$ cat config.mk
export PLATFORM = sky130hd
export DESIGN_NAME = servo_limit_search_sequencer
export DESIGN_NICKNAME = d
export VERILOG_FILES = /design/src/slsq_pkg.sv /design/src/slsq_core.sv /design/src/servo_limit_search_sequencer.sv
export SDC_FILE = /design/constraint.sdc
export NUM_CORES = 1
export LEC_CHECK = 0
export CAP_MARGIN = 30
export CORE_UTILIZATION = 35
export DETAILED_ROUTE_END_ITERATION = 10
export DONT_BUFFER_PORTS = 1
export PLACE_DENSITY = 0.58
export SLEW_MARGIN = 20
export SYNTH_ARGS = -nofsm -noshare
export SYNTH_HDL_FRONTEND = slang
export SYNTH_SLANG_ARGS = --single-unit
$ cat constraint.sdc
create_clock -name i_clk -period 8.4 [get_ports i_clk]
set_input_delay 0.42 -clock i_clk [delete_from_list [all_inputs] [get_ports i_clk]]
set_output_delay 0.42 -clock i_clk [all_outputs]
set_load 0.02 [all_outputs]
$ cat src/slsq_pkg.sv
`default_nettype none

package slsq_pkg;

    // Configuration register indexes
    localparam logic [2:0] CFG_DUTY_MID          = 3'd0;
    localparam logic [2:0] CFG_DUTY_MIN          = 3'd1;
    localparam logic [2:0] CFG_DUTY_MAX          = 3'd2;
    localparam logic [2:0] CFG_DUTY_STEP         = 3'd3;
    localparam logic [2:0] CFG_CURRENT_THRESHOLD = 3'd4;
    localparam logic [2:0] CFG_QUIET_LIMIT       = 3'd5;
    localparam logic [2:0] CFG_STALL_PERIODS     = 3'd6;

    // Register reset values
    localparam logic [15:0] RST_DUTY_MID          = 16'd1500;
    localparam logic [15:0] RST_DUTY_MIN          = 16'd300;
    localparam logic [15:0] RST_DUTY_MAX          = 16'd3000;
    localparam logic [15:0] RST_DUTY_STEP         = 16'd15;
    localparam logic [7:0]  RST_CURRENT_THRESHOLD = 8'd250;
    localparam logic [7:0]  RST_QUIET_LIMIT       = 8'd9;
    localparam logic [7:0]  RST_STALL_PERIODS     = 8'd15;

    // Phase code reported once the search is over
    localparam logic [2:0] PHASE_STOPPED_CODE = 3'd6;

    // Event kinds on the input stream
    localparam logic ACT_ADC_SAMPLE = 1'b0;
    localparam logic ACT_PERIOD_END = 1'b1;

    typedef struct packed {
        logic [15:0] duty_mid;
        logic [15:0] duty_min;
        logic [15:0] duty_max;
        logic [15:0] duty_step;
        logic [7:0]  current_threshold;
        logic [7:0]  quiet_limit;
        logic [7:0]  stall_periods;
    } t_slsq_cfg;

    typedef struct packed {
        logic        output_enabled;
        logic [2:0]  phase_code;
        logic        below_threshold;
        logic [15:0] duty_compare;
    } t_slsq_result;

endpackage

`default_nettype wire

$ cat src/slsq_core.sv
`default_nettype none

module slsq_core
    import slsq_pkg::*;
#(
    parameter int DUTY_WIDTH = 16
) (
    input  wire logic         i_clk,
    input  wire logic         i_rst_n,
    input  wire logic         i_step,
    input  wire logic         i_action,
    input  wire logic [7:0]   i_sample,
    input  wire t_slsq_cfg    i_cfg,
    output t_slsq_result      o_next,
    output logic              o_stopped
);

    typedef enum logic [2:0] {
        PH_START    = 3'd0,
        PH_WAIT     = 3'd1,
        PH_SHRINK   = 3'd2,
        PH_PAST     = 3'd3,
        PH_GROW     = 3'd4,
        PH_STOPPING = 3'd5,
        PH_STOPPED  = PHASE_STOPPED_CODE
    } t_phase;

    t_phase                  r_phase, n_phase;
    logic [DUTY_WIDTH-1:0]   r_width, n_width;
    logic [7:0]              r_loaded, n_loaded;
    logic [7:0]              r_count, n_count;
    logic                    r_below, n_below;

    logic [DUTY_WIDTH-1:0]   w_mid, w_min, w_max, w_stepw;
    logic [DUTY_WIDTH:0]     w_dec, w_inc;
    logic [DUTY_WIDTH-1:0]   w_dn_width, w_up_width;
    logic                    w_dn_stop, w_up_stop;
    logic [7:0]              w_loaded_inc;

    assign w_mid   = DUTY_WIDTH'(i_cfg.duty_mid);
    assign w_min   = DUTY_WIDTH'(i_cfg.duty_min);
    assign w_max   = DUTY_WIDTH'(i_cfg.duty_max);
    assign w_stepw = DUTY_WIDTH'(i_cfg.duty_step);

    // Saturating width moves: a borrow pins to zero, a carry to all ones
    assign w_dec = {1'b0, r_width} - {1'b0, w_stepw};
    assign w_inc = {1'b0, r_width} + {1'b0, w_stepw};
    assign w_dn_width = w_dec[DUTY_WIDTH] ? '0 : w_dec[DUTY_WIDTH-1:0];
    assign w_up_width = w_inc[DUTY_WIDTH] ? '1 : w_inc[DUTY_WIDTH-1:0];
    assign w_dn_stop  = w_dec[DUTY_WIDTH] || (w_dec[DUTY_WIDTH-1:0] < w_min);
    assign w_up_stop  = w_inc[DUTY_WIDTH] || (w_inc[DUTY_WIDTH-1:0] > w_max);

    assign w_loaded_inc = (r_loaded == 8'hFF) ? r_loaded : r_loaded + 8'd1;

    always_comb begin
        n_phase  = r_phase;
        n_width  = r_width;
        n_loaded = r_loaded;
        n_count  = r_count;
        n_below  = r_below;
        if (i_step && r_phase != PH_STOPPED) begin
            if (i_action == ACT_ADC_SAMPLE) begin
                n_below = (i_sample < i_cfg.current_threshold);
                if (n_below && r_count != 8'hFF) begin
                    n_count = r_count + 8'd1;
                end
            end else begin
                n_count = '0;
                unique case (r_phase)
                    PH_START: begin
                        n_width = w_mid;
                        n_phase = PH_WAIT;
                    end
                    PH_WAIT: begin
                        if (r_count != 8'd0) n_phase = PH_SHRINK;
                    end
                    PH_SHRINK: begin
                        if (r_count < i_cfg.quiet_limit) begin
                            n_loaded = '0;
                            n_width  = w_dn_width;
                            if (w_dn_stop) n_phase = PH_STOPPING;
                        end else begin
                            n_loaded = w_loaded_inc;
                            if (w_loaded_inc > i_cfg.stall_periods) n_phase = PH_PAST;
                        end
                    end
                    PH_PAST: begin
                        if (r_count > i_cfg.quiet_limit) begin
                            n_width = w_up_width;
                            if (w_up_stop) n_phase = PH_STOPPING;
                        end else begin
                            n_phase = PH_GROW;
                        end
                    end
                    PH_GROW: begin
                        if (r_count < i_cfg.quiet_limit) begin
                            n_loaded = '0;
                            n_width  = w_up_width;
                            if (w_up_stop) n_phase = PH_STOPPING;
                        end else begin
                            n_loaded = w_loaded_inc;
                            if (w_loaded_inc > i_cfg.stall_periods) n_phase = PH_STOPPING;
                        end
                    end
                    // stopping, and the unused code
                    default: n_phase = PH_STOPPED;
                endcase
            end
        end
    end

    always_ff @(posedge i_clk) begin
        if (!i_rst_n) begin
            r_phase  <= PH_START;
            r_width  <= '0;
            r_loaded <= '0;
            r_count  <= '0;
            r_below  <= 1'b0;
        end else begin
            r_phase  <= n_phase;
            r_width  <= n_width;
            r_loaded <= n_loaded;
            r_count  <= n_count;
            r_below  <= n_below;
        end
    end

    assign o_next.duty_compare    = 16'(n_width);
    assign o_next.below_threshold = n_below;
    assign o_next.phase_code      = n_phase;
    assign o_next.output_enabled  = (n_phase != PH_STOPPED);
    assign o_stopped              = (r_phase == PH_STOPPED);

endmodule

`default_nettype wire

$ cat src/servo_limit_search_sequencer.sv
// A result is registered: it appears on the master side in the cycle after its request is taken.
// Throughput: one request per cycle; the slave side stalls only while a result waits.
// Every request gives exactly one result; the phase machine updates in that same cycle.
// Reset (i_rst_n low, synchronous): phase to start, width and counters to zero,
// registers to their defaults, no result pending.
`default_nettype none

module servo_limit_search_sequencer
    import slsq_pkg::*;
#(
    parameter int DUTY_WIDTH = 16
) (
    input  wire logic        i_clk,
    input  wire logic        i_rst_n,
    // request stream
    input  wire logic        i_s_axis_tvalid,
    output logic             o_s_axis_tready,
    input  wire logic [7:0]  i_s_axis_tdata,   // [7:0] adc_sample
    input  wire logic        i_s_axis_tuser,   // [0] action
    // result stream
    output logic             o_m_axis_tvalid,
    input  wire logic        i_m_axis_tready,
    // [15:0] duty_compare, [16] below_threshold, [19:17] phase_code,
    // [20] output_enabled, [23:21] zero
    output logic [23:0]      o_m_axis_tdata,
    // register writes
    input  wire logic        i_cfg_valid,
    output logic             o_cfg_ready,
    input  wire logic [2:0]  i_cfg_index,
    input  wire logic [15:0] i_cfg_data
);

    t_slsq_cfg    r_cfg;
    t_slsq_result r_out;
    logic         r_out_valid;
    t_slsq_result w_next;
    logic         w_accept;
    logic         w_stopped;

    assign o_cfg_ready     = 1'b1;
    assign o_s_axis_tready = !r_out_valid || i_m_axis_tready;
    assign w_accept        = i_s_axis_tvalid && o_s_axis_tready;

    always_ff @(posedge i_clk) begin
        if (!i_rst_n) begin
            r_cfg.duty_mid          <= RST_DUTY_MID;
            r_cfg.duty_min          <= RST_DUTY_MIN;
            r_cfg.duty_max          <= RST_DUTY_MAX;
            r_cfg.duty_step         <= RST_DUTY_STEP;
            r_cfg.current_threshold <= RST_CURRENT_THRESHOLD;
            r_cfg.quiet_limit       <= RST_QUIET_LIMIT;
            r_cfg.stall_periods     <= RST_STALL_PERIODS;
        end else if (i_cfg_valid) begin
            unique case (i_cfg_index)
                CFG_DUTY_MID:          r_cfg.duty_mid          <= i_cfg_data;
                CFG_DUTY_MIN:          r_cfg.duty_min          <= i_cfg_data;
                CFG_DUTY_MAX:          r_cfg.duty_max          <= i_cfg_data;
                CFG_DUTY_STEP:         r_cfg.duty_step         <= i_cfg_data;
                CFG_CURRENT_THRESHOLD: r_cfg.current_threshold <= i_cfg_data[7:0];
                CFG_QUIET_LIMIT:       r_cfg.quiet_limit       <= i_cfg_data[7:0];
                CFG_STALL_PERIODS:     r_cfg.stall_periods     <= i_cfg_data[7:0];
                default: ;
            endcase
        end
    end

    slsq_core #(
        .DUTY_WIDTH (DUTY_WIDTH)
    ) u_core (
        .i_clk     (i_clk),
        .i_rst_n   (i_rst_n),
        .i_step    (w_accept),
        .i_action  (i_s_axis_tuser),
        .i_sample  (i_s_axis_tdata),
        .i_cfg     (r_cfg),
        .o_next    (w_next),
        .o_stopped (w_stopped)
    );

    always_ff @(posedge i_clk) begin
        if (!i_rst_n) begin
            r_out_valid <= 1'b0;
        end else if (w_accept) begin
            r_out_valid <= 1'b1;
        end else if (i_m_axis_tready) begin
            r_out_valid <= 1'b0;
        end
    end

    always_ff @(posedge i_clk) begin
        if (w_accept) begin
            r_out <= w_next;
        end
    end

    assign o_m_axis_tvalid = r_out_valid;
    assign o_m_axis_tdata  = {3'b000, r_out};

    a_result_follows: assert property (@(posedge i_clk) disable iff (!i_rst_n)
        w_accept |=> o_m_axis_tvalid)
        else $error("accepted request gave no result");

    a_stop_sticks: assert property (@(posedge i_clk) disable iff (!i_rst_n)
        w_stopped |=> w_stopped)
        else $error("search left the stopped phase");

    a_enable_matches_phase: assert property (@(posedge i_clk) disable iff (!i_rst_n)
        o_m_axis_tvalid |-> (o_m_axis_tdata[20] == (o_m_axis_tdata[19:17] != PHASE_STOPPED_CODE)))
        else $error("output enable disagrees with phase");

endmodule

`default_nettype wire

* Yosys cells after proc, flatten, opt, wreduce, memory -nomap -nowiden
Cells that the tools add are included.
** Cells by class
- $add $sub $neg :: 4
- $lt $le $gt $ge :: 6
- Muxes and demuxes :: 27
- Reduce and logical (&&, ||, !) cells :: 22
- Equal/unequal tests :: 14
** Operators by type and width (number)
- 16-bit 2-to-1 mux :: 7
- 16-bit one-hot mux with 4 select lines :: 1
- 8-bit 2-to-1 mux :: 4
- 3-bit 2-to-1 mux :: 10
- 16-bit by 16-bit adder with 17-bit output :: 1
- 16-bit by 16-bit subtractor with 17-bit output :: 1
- 8-bit by 1-bit adder with 8-bit output, second input constant :: 2
- 16-bit greater-than comparator :: 1
- 8-bit greater-than comparator :: 2
- 16-bit less-than comparator :: 1
- 8-bit less-than comparator :: 2
- 2-bit AND reduction :: 8
- 3-bit one-hot mux with 5 select lines :: 1
- 3-bit by 2-bit == test with 1-bit output, second input constant :: 4
- 3-bit == test, second input constant :: 4
- 8-bit == test, second input constant :: 1
- 8-bit != test, second input constant :: 1
- 8-bit nonzero test :: 1
- 3-bit by 1-bit == test with 1-bit output, second input constant :: 2
- 3-bit logical NOT :: 2
- 3-bit != test, second input constant :: 2
- 1-bit 2-to-1 mux :: 4
- 2-bit nonzero test :: 2
- 1-bit logical AND :: 3
- other kinds (4) :: 6
** Storage, ports and cells
- Input port bits :: 33
- Register bits after elaboration :: 146
- Logic and storage cells :: 90

* Longest topological paths before layout
- Depth after elaboration :: 9
- Depth in mapped cells :: 18
- Depth with buffers taken out :: 18

* By module
From an unflattened synthesis, not the netlist that was laid out.
** Second synthesis, totals
- Cells, all modules :: 1072
- Area total of the unflattened synthesis :: 9494.1 sq um
** Modules (own cells, without submodules)
- slsq_core :: cells an instance 716, area an instance 5375.2 sq um, seq. area each 720.7 sq um, instances 1
- servo_limit_search_sequencer :: cells an instance 356, area an instance 4119.0 sq um, seq. area each 2412.3 sq um, instances 1

* Worst setup path before layout
OpenSTA, ideal clock, no wires.
- Path type :: register -> register
- From :: register r_cfg[26] (netlist bit)
- To :: register r_out (netlist bit o_m_axis_tdata[20]), data pin
- Slack :: 4360 ps
- Required time :: 8137 ps
- Arrival :: 3777 ps
- Buffers on the path :: 1
- Stages on the path, launching flop included :: 19
- Cells stage by stage :: dfxtp_1 > inv_1 > ha_1 > buf_6 > nor2b_4 > o31a_4 > o311ai_2 > a21oi_1 > or3_1 > and2_1 > ha_1 > nand4_1 > a211o_1 > o211ai_1 > a31o_2 > a21oi_1 > a2111o_1 > a211o_1 > nand3b_1
** RTL lines
- start: declaration :: line servo_limit_search_sequencer.sv:33 : t_slsq_cfg r_cfg;
- end signal: assignment :: line servo_limit_search_sequencer.sv:92 : r_out <= w_next;
- end: declaration :: line servo_limit_search_sequencer.sv:34 : t_slsq_result r_out;

==> impl_summary.txt <==
----------------------------------------------------
[Outcome]
  Outcome ... complete, but fails checks
  Violations in the final reports ... design-rule violations

[Worst setup path]
  Internal reg-to-reg setup slack ... roughly 3.6 ns
  Launch point of the worst reg-to-reg path ... r_cfg[33]
  Worst reg2reg path depth ... 17
  Arrival time worst endpoint ... ~5 ns
  Critical path fanouts, max ... 11
  Capture point of the worst reg-to-reg path ... o_m_axis_tdata[20]
  Element type at the critical path end ... flop
  Worst Path Class, Setup ... reg -> reg
  Nature of the critical path startpoint ... flop
  Required time of the critical path ... 8.57 ns

[Timing]
  Final setup slack of the worst path ... roughly 3.6 ns
  Setup violations, final ... 0
  Min Clock Period, post-route ... 4.84 ns
  Total negative slack ... 0 ns
  Final Max Tran Viols ... 0
  Share of the cycle needed by the critical path after routing ... 0.577
  Layout Skew ... 0.0153 ns
  Final hold violation count ... 0
  Actual transition at the worst max-transition pin ... ~1 ns
  Setup repair after global routing missed its margin ... no
  Rel. slew slack ... 0.348
  Peak clock frequency supported by timing ... 206 MHz

[GRT]
  Pin count of the biggest net entering global routing ... about 120
  First-pass GRT wire length ... 42700 um
  Antenna violations before repair ... 0
  Number of global-route vias before repair ... around 7500
  Total overflow reported by the global router ... 0
  Global routing usage summed across all routing layers ... 0.208

[Clock network]
  Setup fix buffers added after clock tree synthesis ... 0
  CTS tree ... done
  Maximum clock path buffer count ... 2
  Hold buffer count at cts ... 0
  Clock transition time at the flip-flop clock pins of the worst setup and hold paths ... approximately 0.070 ns
  H-tree depth reported by CTS ... 4
  Post-cts sizing count ... 0
  TritonCTS buffer count ... 17
  CTS Root Cell ... clkbuf_16
  Clock latency reported for the late side of the worst-skew pair ... between 0.4 and 0.5 ns
  Clock Sinks ... between 100 and 150

[Placed design]
  DP Worst Slack ... about 3.7 ns
  Input/output buffers ... 0
  Post-detailed-placement half-perimeter wirelength ... between 20000 and 25000 um
  Routability congestion estimate from global placement ... between 0.9 and 1

[Final layout]
  Leading cell type in the layout, fill and taps excluded ... nand2_1
  Final Util ... 0.389
  Ratio of cells with drive above 1 in the final layout ... 0.0643
  N_diodes ... 0
  Layout area overhead ... 9.01%
  Nets@finish ... ~1200
  Total of fill cells in the finished design ... around 2700
  Commonest non-fill, non-tap cells in the layout ... 214 x nand2_1, 125 x dfxtp_1, 91 x inv_1

[Synthesis]
  Adder and majority cell fraction of the synthesized area ... 0.124
  Total of warnings raised by yosys ... 0
  Number of instances in the synthesized netlist ... 1146
  Compound-Gate Fraction of Synth Area ... 0.227
  Share of cell area taken by muxes after synthesis ... 0.00469
  Syn avg cell area ... a little over 8 um2
  Post-synthesis share of cell area spent on and, or, nand and nor gates ... 0.217
  Count of cell types in the netlist ... 94
  Cell Area, Synth ... a little over 9000 um2
  Proportion of register bits with asynchronous set or reset after synthesis ... 0
  Post-synthesis xor/xnor area fraction ... 0.0244
  Main combinational cell family by area after synthesis ... compound AO/OA/AOI/OAI gates
  Number of synthesized flops with an enable pin ... 21
  Sequential fraction of the synthesis area ... 0.336
  Commonest register cell after synthesis ... dfxtp_1
  Post-synthesis register bit count ... between 100 and 150

[Pwr]
  Relative contribution of sequential cells to total power ... 0.416
  Sw Pwr ... 0.530 mW
  Gate power share ... 0.159
  Net switching share of the total power ... 0.290
  Total power divided by cell area ... 180 nW/um2
  Leakage power figure ... roughly 4 nW
  IR Drop Worst-Case VDD ... between 0.1 and 0.15 mV
  Internal Power ... 1.30 mW
  Part of the total power dissipated in the clock network ... 0.424

[Floorplanning]
  Number of top-level design ports ... 60
  Starting density of the core ... 0.357
  Core Region ... roughly 26000 um2
  Die height ... around 170 um
  Die Span X ... ~170 um
  Floorplan die area ... about 27000 um2
  Standard-cell row count ... ~60

[Routing]
  Detail-routed net length per standard cell ... about 19 um
  Number of DRC markers after the initial detailed-route iteration ... 770
  Vias ... just over 8000
  Routed Wire Length ... about 27000 um
  Detailed-route DRC error count ... 7
  Remaining antenna violation count after routing ... 0
  Via density ... 5.48
  Number of detailed-route iterations in the first pass ... 9

[Min path]
  Hold Crit Endpoint ... r_cfg[0]
  Worst hold path startpoint ... i_cfg_data[0]
  Class of the tightest hold or removal check ... in -> reg
  Hold path depth ... 2

[Run]
  Number of max-cap violations ... 0

----------------------------------------------------
-- sequential cells by signal, indices dropped and copies added, names as in the netlist --
name,cells
u_core.r_below,1
u_core.r_width,16
u_core.r_phase,3
o_m_axis_tdata,21
r_cfg,88
o_m_axis_tvalid,1
u_core.r_count,8
u_core.r_loaded,8
-- cell families after synthesis --
| kind of cell | after synthesis |
|---|---|
| buf+inv | 152 |
| compound gates | 294 |
| other cells | 2 |
| mux | 4 |
| fa+ha+maj | 91 |
| simple gates | 431 |
| xor+xnor | 26 |
| flops | 146 |
-- routing by layer --
metal | vias up | part of all wire | track usage
li1 | 3960 | - | -
met1 | 3819 | 0.50 | 0.302
met2 | 252 | 0.42 | 0.308
met3 | 31 | 0.063 | 0.0467
met4 | 0 | 0.011 | 0.0459
met5 | - | 0 | 0
-- worst max path at each step --
stage / start / endpoint / slack, ns / cells after the start
2_1_floorplan: r_cfg[26] / o_m_axis_tdata[20] / 4.36 / 18
3_3_place_gp: r_cfg[31] / o_m_axis_tdata[20] / 3.78 / 17
3_5_place_dp: r_cfg[33] / o_m_axis_tdata[20] / 3.69 / 17
4_1_cts: r_cfg[33] / o_m_axis_tdata[20] / 3.65 / 17
5_1_grt: r_cfg[32] / o_m_axis_tdata[20] / 3.25 / 17
6_report: r_cfg[33] / o_m_axis_tdata[20] / 3.56 / 17
-- synthesized netlist by cell type, types with 9 or more instances --
| master | number | share of area |
|---|---|---|
| nand2_1 | 214 | 0.086 |
| dfxtp_1 | 125 | 0.27 |
| inv_1 | 91 | 0.037 |
| ha_1 | 89 | 0.12 |
| a21boi_0 | 59 | 0.047 |
| nor2_1 | 58 | 0.023 |
| a21oi_1 | 51 | 0.027 |
| clkbuf_1 | 36 | 0.014 |
| nand3_1 | 32 | 0.017 |
| o21ai_0 | 32 | 0.017 |
| o211ai_1 | 27 | 0.022 |
| edfxtp_1 | 21 | 0.068 |
| nor2b_1 | 21 | 0.014 |
| xnor2_1 | 21 | 0.020 |
| nand4_1 | 18 | 0.012 |
| and2_1 | 16 | 0.011 |
| nor3_1 | 14 | 0.0075 |
| nand2b_1 | 13 | 0.0087 |
| o21ai_1 | 12 | 0.0064 |
| o21a_1 | 10 | 0.0080 |
| buf_2 | 9 | 0.0048 |
| o31ai_1 | 9 | 0.0072 |
-- critical path, stage by stage (launching register included) --
cell	delay (ns)
dfxtp_1	0.36
inv_1	0.05
ha_1	0.51
nand4_1	0.19
a2111oi_0	0.47
nor2_1	0.14
a311oi_1	0.33
o22ai_1	0.16
xnor2_1	0.45
ha_1	0.25
nand4_1	0.14
a211o_1	0.25
o211ai_1	0.12
a31o_2	0.19
a21oi_1	0.11
a2111o_1	0.41
a211o_1	0.30
nand3b_1	0.17
-- power groups by stage --
stage / sequential, mW / combinational [mW] / clock (mW)
after floorplan: 0.769 / 0.216 / 0
after global placement: 0.776 / 0.281 / 0
after detailed placement: 0.776 / 0.284 / 0
after CTS: 0.761 / 0.286 / 0.784
after global routing: 0.763 / 0.321 / 0.811
final: 0.761 / 0.291 / 0.775
-- cell type report --
| class | count | area, um2 | area share |
|---|---|---|---|
| clock buffer | 23 | 499 | 0.0491 |
| clock inverter | 9 | 92.6 | 0.00910 |
| inverter | 98 | 368 | 0.0362 |
| multi-input combinational | 850 | 5590 | 0.549 |
| sequential | 146 | 3130 | 0.308 |
| tap | 335 | 419 | 0.0412 |
| timing repair buffer | 9 | 71.3 | 0.00701 |
-- through the flow --
step           cells  power (mW)  area (um2)  hold WS [ns]
4_1_cts         1470        1.83       10200        0.0612
3_3_place_gp    1437        1.06        9570         0.449
3_5_place_dp    1438        1.06        9580         0.453
5_1_grt         1470        1.90       10200         0.108
6_report        1470        1.83       10200         0.106
2_1_floorplan   1148       0.985        9340         0.439
No activity file was read; power rests on OpenSTA's default activity.
